**config.mk**
```make
export PLATFORM = sky130hd
export DESIGN_NAME = sliding_window_maximum
export DESIGN_NICKNAME = d
export VERILOG_FILES = /design/src/rtl/swm_pkg.sv /design/src/rtl/swm_cell.sv /design/src/rtl/sliding_window_maximum.sv
export SDC_FILE = /design/constraint.sdc
export NUM_CORES = 2
export LEC_CHECK = 0
export BUFFER_PORTS_ARGS = -buffer_cell sky130_fd_sc_hd__clkbuf_2
export CAP_MARGIN = 10
export CORE_MARGIN = 10
export CORE_UTILIZATION = 44
export DETAILED_ROUTE_END_ITERATION = 10
export GPL_ROUTABILITY_DRIVEN = 0
export HOLD_SLACK_MARGIN = 0.15
export RECOVER_POWER = 50
export SYNTH_ARGS = -nofsm -noshare
export SYNTH_HDL_FRONTEND = slang
export SYNTH_SLANG_ARGS = --single-unit
```
**constraint.sdc**
```tcl
create_clock -name clk -period 96.5 [get_ports clk]
set_clock_uncertainty 0.15 [all_clocks]
set_input_delay 4.825 -clock clk [delete_from_list [all_inputs] [get_ports clk]]
set_output_delay 4.825 -clock clk [all_outputs]
set_load 0.005 [all_outputs]
```
**src/rtl/swm_pkg.sv**
```systemverilog
package swm_pkg;

  // defaults for the top level parameters
  localparam int WINDOW_MAX_DEF  = 64;
  localparam int SAMPLE_BITS_DEF = 16;

  // width of the window length register
  localparam int CFG_BITS = 7;

  // what one cell reports to its neighbours and to the control
  typedef struct packed {
    logic valid;
    logic kept;
    logic expired;
  } cell_stat_t;

  // broadcast command to every cell in the chain
  typedef struct packed {
    logic shift;
    logic insert;
    logic clear;
  } cell_ctl_t;

endpackage

```
**src/rtl/swm_cell.sv**
```systemverilog
module swm_cell #(
  parameter int SAMPLE_BITS = 16,
  parameter int POS_BITS    = 7
) (
  input  logic                          clk,
  input  logic                          rst,
  input  swm_pkg::cell_ctl_t            ctl,
  input  logic signed [SAMPLE_BITS-1:0] sample,
  input  logic        [POS_BITS-1:0]    sample_pos,
  input  logic        [POS_BITS-1:0]    age_ref,
  input  logic        [POS_BITS-1:0]    win,
  input  swm_pkg::cell_stat_t           right_stat,
  input  logic signed [SAMPLE_BITS-1:0] right_val,
  input  logic        [POS_BITS-1:0]    right_pos,
  input  logic                          left_kept_hold,
  input  logic                          left_kept_shift,
  output swm_pkg::cell_stat_t           stat,
  output logic signed [SAMPLE_BITS-1:0] val,
  output logic        [POS_BITS-1:0]    pos
);
  import swm_pkg::*;

  logic                          valid;
  logic        [POS_BITS-1:0]    age;
  logic                          kept;
  logic                          src_valid;
  logic                          src_kept;
  logic signed [SAMPLE_BITS-1:0] src_val;
  logic        [POS_BITS-1:0]    src_pos;
  logic                          left_kept;

  // age against the position of the next sample, wraps with the counter
  assign age = age_ref - pos;

  // candidate survives the new sample only if strictly greater
  assign kept = valid && !ctl.clear && (val > sample);

  assign stat.valid   = valid;
  assign stat.kept    = kept;
  assign stat.expired = valid && (age >= win);

  // source of this cell's next contents: itself or the neighbour towards the tail
  always_comb begin
    if (ctl.shift) begin
      src_valid = right_stat.valid;
      src_kept  = right_stat.kept;
      src_val   = right_val;
      src_pos   = right_pos;
      left_kept = left_kept_shift;
    end else begin
      src_valid = valid;
      src_kept  = kept;
      src_val   = val;
      src_pos   = pos;
      left_kept = left_kept_hold;
    end
  end

  // occupancy
  always_ff @(posedge clk) begin
    if (rst) begin
      valid <= 1'b0;
    end else if (ctl.insert) begin
      valid <= src_kept || left_kept;
    end else if (ctl.shift) begin
      valid <= src_valid;
    end
  end

  // candidate value and position; the first free cell after the kept run takes the sample
  always_ff @(posedge clk) begin
    if (ctl.insert) begin
      if (src_kept) begin
        val <= src_val;
        pos <= src_pos;
      end else begin
        val <= sample;
        pos <= sample_pos;
      end
    end else if (ctl.shift) begin
      val <= src_val;
      pos <= src_pos;
    end
  end

endmodule

```
**src/rtl/sliding_window_maximum.sv**
```systemverilog
// output: a result is registered and presented in the cycle after its sample's transaction
// throughput: one sample per cycle while the second candidate is still in the window
// and no result is stalled; after the window shrinks, each further stale candidate
// holds off a sample, as the cell chain drops only its head cell per cycle
// reset: synchronous, empties the cell chain, clears position and fill count, window 1
module sliding_window_maximum #(
  parameter int WINDOW_MAX  = swm_pkg::WINDOW_MAX_DEF,
  parameter int SAMPLE_BITS = swm_pkg::SAMPLE_BITS_DEF
) (
  input  logic                            clk,
  input  logic                            rst,
  input  logic                            cfg_valid,
  output logic                            cfg_ready,
  input  logic [swm_pkg::CFG_BITS-1:0]    window_size,
  input  logic                            in_valid,
  output logic                            in_ready,
  input  logic signed [SAMPLE_BITS-1:0]   sample,
  input  logic                            first,
  input  logic                            last,
  output logic                            out_valid,
  input  logic                            out_ready,
  output logic signed [SAMPLE_BITS-1:0]   window_max,
  output logic                            final_window
);
  import swm_pkg::*;

  localparam int POS_BITS  = $clog2(WINDOW_MAX) + 1;
  localparam int FILL_BITS = $clog2(WINDOW_MAX + 1);
  localparam int CMP_BITS  = (POS_BITS > CFG_BITS) ? POS_BITS : CFG_BITS;

  logic        [CFG_BITS-1:0]    win_reg;
  logic        [CMP_BITS-1:0]    win_ext;
  logic        [POS_BITS-1:0]    eff_win;
  logic        [POS_BITS-1:0]    pos_cnt;
  logic        [POS_BITS-1:0]    sample_pos;
  logic        [FILL_BITS-1:0]   filled;
  logic        [FILL_BITS-1:0]   filled_next;
  logic                          drain;
  logic                          accept;
  logic                          emit;
  logic                          head_kept;
  logic signed [SAMPLE_BITS-1:0] head_val;
  logic signed [SAMPLE_BITS-1:0] head_next;
  cell_ctl_t                     ctl;

  cell_stat_t                    stat [0:WINDOW_MAX];
  logic signed [SAMPLE_BITS-1:0] vals [0:WINDOW_MAX];
  logic        [POS_BITS-1:0]    poss [0:WINDOW_MAX];

  // configuration register, always ready
  assign cfg_ready = 1'b1;

  always_ff @(posedge clk) begin
    if (rst) begin
      win_reg <= CFG_BITS'(1);
    end else if (cfg_valid && cfg_ready) begin
      win_reg <= window_size;
    end
  end

  // window length clamped to 1..WINDOW_MAX
  assign win_ext = CMP_BITS'(win_reg);

  always_comb begin
    priority if (win_reg == '0) begin
      eff_win = POS_BITS'(1);
    end else if (win_ext > CMP_BITS'(WINDOW_MAX)) begin
      eff_win = POS_BITS'(WINDOW_MAX);
    end else begin
      eff_win = POS_BITS'(win_ext);
    end
  end

  // stale head cells are dropped only ahead of a waiting sample of the same sequence
  assign drain = in_valid && !first && stat[1].expired;

  // handshake: hold off while a second stale candidate sits behind the head or a result is stalled
  assign in_ready = !drain && (!out_valid || out_ready);
  assign accept   = in_valid && in_ready;

  // chain command
  assign ctl.insert = accept;
  assign ctl.clear  = accept && first;
  assign ctl.shift  = drain || (accept && !first && stat[0].expired);

  assign sample_pos = first ? '0 : pos_cnt;

  // sequence position and fill count
  always_comb begin
    if (first) begin
      filled_next = FILL_BITS'(1);
    end else if (filled == FILL_BITS'(WINDOW_MAX)) begin
      filled_next = filled;
    end else begin
      filled_next = filled + FILL_BITS'(1);
    end
  end

  always_ff @(posedge clk) begin
    if (rst) begin
      pos_cnt <= '0;
      filled  <= '0;
    end else if (accept) begin
      pos_cnt <= sample_pos + POS_BITS'(1);
      filled  <= filled_next;
    end
  end

  assign emit = POS_BITS'(filled_next) >= eff_win;

  // value that lands in the head cell with this transaction
  assign head_kept = ctl.shift ? stat[1].kept : stat[0].kept;
  assign head_val  = ctl.shift ? vals[1] : vals[0];
  assign head_next = head_kept ? head_val : sample;

  // tail boundary of the chain
  assign stat[WINDOW_MAX] = '0;
  assign vals[WINDOW_MAX] = '0;
  assign poss[WINDOW_MAX] = '0;

  // the cell chain, head at index zero
  for (genvar j = 0; j < WINDOW_MAX; j++) begin : g_cell
    logic left_hold;
    logic left_shift;

    if (j == 0) begin : g_head
      assign left_hold  = 1'b1;
      assign left_shift = 1'b1;
    end else begin : g_body
      assign left_hold  = stat[j-1].kept;
      assign left_shift = stat[j].kept;
    end

    swm_cell #(
      .SAMPLE_BITS (SAMPLE_BITS),
      .POS_BITS    (POS_BITS)
    ) u_cell (
      .clk             (clk),
      .rst             (rst),
      .ctl             (ctl),
      .sample          (sample),
      .sample_pos      (sample_pos),
      .age_ref         (pos_cnt),
      .win             (eff_win),
      .right_stat      (stat[j+1]),
      .right_val       (vals[j+1]),
      .right_pos       (poss[j+1]),
      .left_kept_hold  (left_hold),
      .left_kept_shift (left_shift),
      .stat            (stat[j]),
      .val             (vals[j]),
      .pos             (poss[j])
    );
  end

  // output register
  always_ff @(posedge clk) begin
    if (rst) begin
      out_valid <= 1'b0;
    end else if (accept) begin
      out_valid <= emit;
    end else if (out_ready) begin
      out_valid <= 1'b0;
    end
  end

  always_ff @(posedge clk) begin
    if (accept && emit) begin
      window_max   <= head_next;
      final_window <= last;
    end
  end

endmodule

```
==> summary.md <==
| Metric | Value |
|---|---|
| CP dominant cell by count | `clkbuf_1` |
| YS warnings | `0` |
| Synth Cell Area | `approximately 110000 sq um` |
| Largest net degree at the start of global routing | `165` |
| Sequence of cells on the critical path | `clkbuf_1, nand3b_1, or2_0, nand2_1, clkbuf_1, clkbuf_1` |
| Global route overflow | `0` |
| Post-DP HPWL | `about 220000 um` |
| Setup violators final | `0` |
| Flop2flop setup slack | `73.67 ns` |
| I/O Pins | `50` |
| Final Hold Vio Count | `0` |
| Chip height | `512 um` |
| Share of synthesized flip-flops with an asynchronous set or reset | `0%` |
| HP Class | `reg2reg` |
| Die width | `about 500 um` |
| Critical Path End Type | `flop` |
| Initial core utilization | `roughly 44%` |
| Post-synth EDFFs | `around 1500` |
| Clk buf depth | `3` |
| RSZ-0062 raised after global routing | `false` |
| Crit path launch | `first` |
| DR iter-0 viols | `about 7500` |
| Status | `finished with violations` |
| DRC Markers | `0` |
| Buffers on Ports | `48` |
| Slew headroom | `-563%` |
| Nets | `approximately 9900` |
| Max Fclk | `0.0399 GHz` |
| Worst slew pin tran | `~9.9 ns` |
| Final WL | `roughly 340000 um` |
| CORE AREA | `between 200000 and 250000 sq um` |
| Max Cap Violations | `48` |
| Maximum vdd drop | `about 0.014 mV` |
| Cell depth of the worst flop-to-flop path | `17` |
| Clk_lat worst skew | `about 0.86 ns` |
| Largest stage delay, worst path | `7.09 ns` |
| Die area | `approximately 260000 sq um` |
| Cell accounting for the most synthesized area | `edfxtp_1` |
| Reg clk slew, reported paths | `0.06 ns` |
| Synth top area share | `about two fifths` |
| Hold buffers post-CTS | `0` |
| Inst Count DP | `approximately 12000` |
| DR vias | `around 76000` |
| P&R area growth vs syn | `8.19%` |
| Post_cts resized | `0` |
| Via density | `6.23` |
| Final ANT Viol Nets | `0` |
| Synth Register Bits | `between 1500 and 2000` |
| Syn Area/Cell | `roughly 12 sq um` |
| Vias in the first global route | `75500` |
| Critical Path RT | `between 90 and 100 ns` |
| Drt first pass iters | `9` |
| First-pass GRT wire length | `around 500000 um` |
| Period utilization | `approximately 26%` |
| Layout Cells excl Fill | `about 12000` |
| Total CTS buffers | `~190` |
| Cell Rows | `180` |
| CTS tree | `built` |
| Failing checks | `max-capacitance violations, max-slew violations` |
| Layout cells sized above 1 | `under 10%` |
| Setup Buffers After CTS | `0` |
| Critical path's slowest cell | `clkbuf_1` |
| Clock Sinks | `around 1600` |
| Worst R2R End | `g_cell[41].u_cell.val[13]` |
| Fin Hold WS | `roughly 0.35 ns` |
| Critical setup path kind | `in2reg` |
| Final TNS setup | `0 ns` |
| Crit path time final | `25.04 ns` |
| Drt wl/cell | `roughly 27 um` |
| Distinct cell type count after synthesis | `114` |
| Crit-path max FO | `between 150 and 200` |
| CP Launch Type | `input port` |
| Synthesized Nets | `10100` |
| Top_reg_cell synth | `edfxtp_1` |
| Final Slew Violations | `1985` |
| Register area share after synthesis | `43.6%` |
| Pwr/cell area | `20.4 nW/um^2` |
| Crit Reg-Reg Startpoint | `pos_cnt[0]` |
| Total GRT Usage | `24.5%` |
| Fin util | `47.9%` |
| Root buf cell | `clkbuf_16` |
| Instance count of the mapped netlist | `roughly 9000` |
| Initial antenna violation count | `14` |
| CTS H-tree depth | `4` |
| Worst Setup EP | `g_cell[41].u_cell.val[13]` |
| P_leak | `about 53 nW` |
| Arrival @ worst endpoint | `25.09 ns` |
| Leading post-synthesis cells by cell area | `edfxtp_1, mux2i_1, ha_1, nand2_1, a21oi_1` |
flip-flops by register name, indices dropped and copies added, names as in the netlist:
name                 flops
g_cell.u_cell.val     1024
g_cell.u_cell.pos      448
g_cell.u_cell.valid     64
window_max              16
filled                   7
pos_cnt                  7
win_ext                  7
final_window             1
out_valid                1
critical path, delay by kind of cell:
kind          cells  cell delay (ns)
buf+inv           3            13.80
simple gates      3             5.84
final cells by class:
cell class | instances | area, sq um
clock buffers | 260 | 5320
fillers | 21400 | 125000
multi-input cells | 6647 | 56000
inverters | 188 | 778
clock inverters | 96 | 1120
flip-flops and latches | 1575 | 46400
well taps | 3185 | 3990
diodes | 19 | 47.5
repair buffers | 234 | 1570
report_power, final:
part	switching [mW]	internal (mW)	total, mW	leakage, nW
registers	0.111	0.911	1.02	15.4
logic	0.336	0.251	0.586	34.7
clock network	0.316	0.434	0.749	3.15
total	0.762	1.59	2.36	53.3
routing by layer:
metal  share of wire, %  global-route usage (%)  up-vias
met5             0.0078                       0        -
met4                3.8                    9.34        4
met3                7.4                    4.36      600
met2                 45                    39.1     2857
met1                 43                    33.3    38200
li1                   -                       -    34400
cells in the final DEF, fill, tap and decap left out, types with 20 or more instances in the layout:
| master | synthesis | final |
|---|---|---|
| clkbuf_1 | 212 | 102 |
| mux2i_1 | 2481 | 2481 |
| clkbuf_16 | 0 | 191 |
| o21ai_0 | 237 | 238 |
| clkbuf_8 | 0 | 28 |
| a21o_1 | 187 | 187 |
| a2111oi_0 | 23 | 25 |
| o21a_1 | 47 | 47 |
| a22oi_1 | 48 | 48 |
| nand4_1 | 142 | 142 |
| clkbuf_2 | 0 | 27 |
| dfxtp_1 | 86 | 86 |
| and4_1 | 23 | 23 |
| nor2_1 | 302 | 301 |
| edfxtp_1 | 1489 | 1489 |
| clkinv_2 | 0 | 36 |
| nand2b_1 | 32 | 25 |
| nor4_1 | 38 | 38 |
| a221oi_1 | 28 | 28 |
| nor2b_1 | 84 | 81 |
| a211oi_1 | 62 | 68 |
| or3_1 | 38 | 38 |
| nor3_1 | 74 | 76 |
| nand3_1 | 126 | 126 |
| o21bai_1 | 20 | 20 |
| inv_1 | 171 | 170 |
| o211ai_1 | 39 | 42 |
| nand2_1 | 667 | 667 |
| a32oi_1 | 23 | 23 |
| a21oi_1 | 348 | 349 |
| and3_1 | 39 | 39 |
| ha_1 | 1060 | 1060 |
| a31oi_1 | 148 | 148 |
| buf_4 | 171 | 137 |
worst min path at each step:
stage                             from                      end  slack (ns)  cells past startpoint
6_report                     filled[5]                filled[5]        0.35                      2
2_1_floorplan               win_ext[0]               win_ext[0]        0.29                      2
3_5_place_dp                 filled[5]                filled[5]        0.34                      2
3_3_place_gp                 filled[6]                filled[6]        0.33                      2
4_1_cts                      filled[5]                filled[5]        0.35                      2
5_1_grt        g_cell[36].u_cell.valid  g_cell[35].u_cell.valid        0.38                      2
cell usage after synthesis (10+ instances only):
cell type,n
or2_2,10
a2111oi_0,23
a221oi_1,28
o211ai_1,39
a311oi_1,16
nand4_1,142
nor4_1,38
a211oi_1,62
buf_4,171
a31oi_1,148
inv_1,171
buf_2,129
and4_1,23
o21bai_1,20
nor3_1,74
nand2_1,667
clkbuf_1,212
buf_6,55
and3_1,39
o21ai_0,237
nor2b_1,84
dfxtp_1,86
a22oi_1,48
a21oi_1,348
ha_1,1060
a32oi_1,23
xnor2_1,18
nand3_1,126
a21o_1,187
and2_1,22
o31a_1,11
or4_1,19
nor2_1,302
nand2b_1,32
nand4b_1,10
inv_2,17
o21a_1,47
or3_1,38
edfxtp_1,1489
a211oi_4,15
mux2i_1,2481
o2111ai_1,19
kinds of logic (layout without fill, tap and decap cells):
logic type	Yosys count	after routing	share of synthesized area, %
compound gates	1414	1414	9.11
simple gates	1664	1664	7.44
mux	2483	2483	23.3
flops	1575	1575	43.6
buf+inv	766	778	3.87
xor+xnor	23	23	0.189
other cells	1	20	0.00352
fa+ha+maj	1062	1062	12.5
per-stage QoR:
stage	setup WS, ns	power, mW	cell area [sq um]
after floorplan	56.62	1.51	107000
after global placement	84.25	1.58	109000
after detailed placement	84.07	1.61	109000
after CTS	85.00	2.36	116000
after global routing	70.31	2.47	115000
final	71.46	2.36	115000
(Power assumes the default switching activity.)
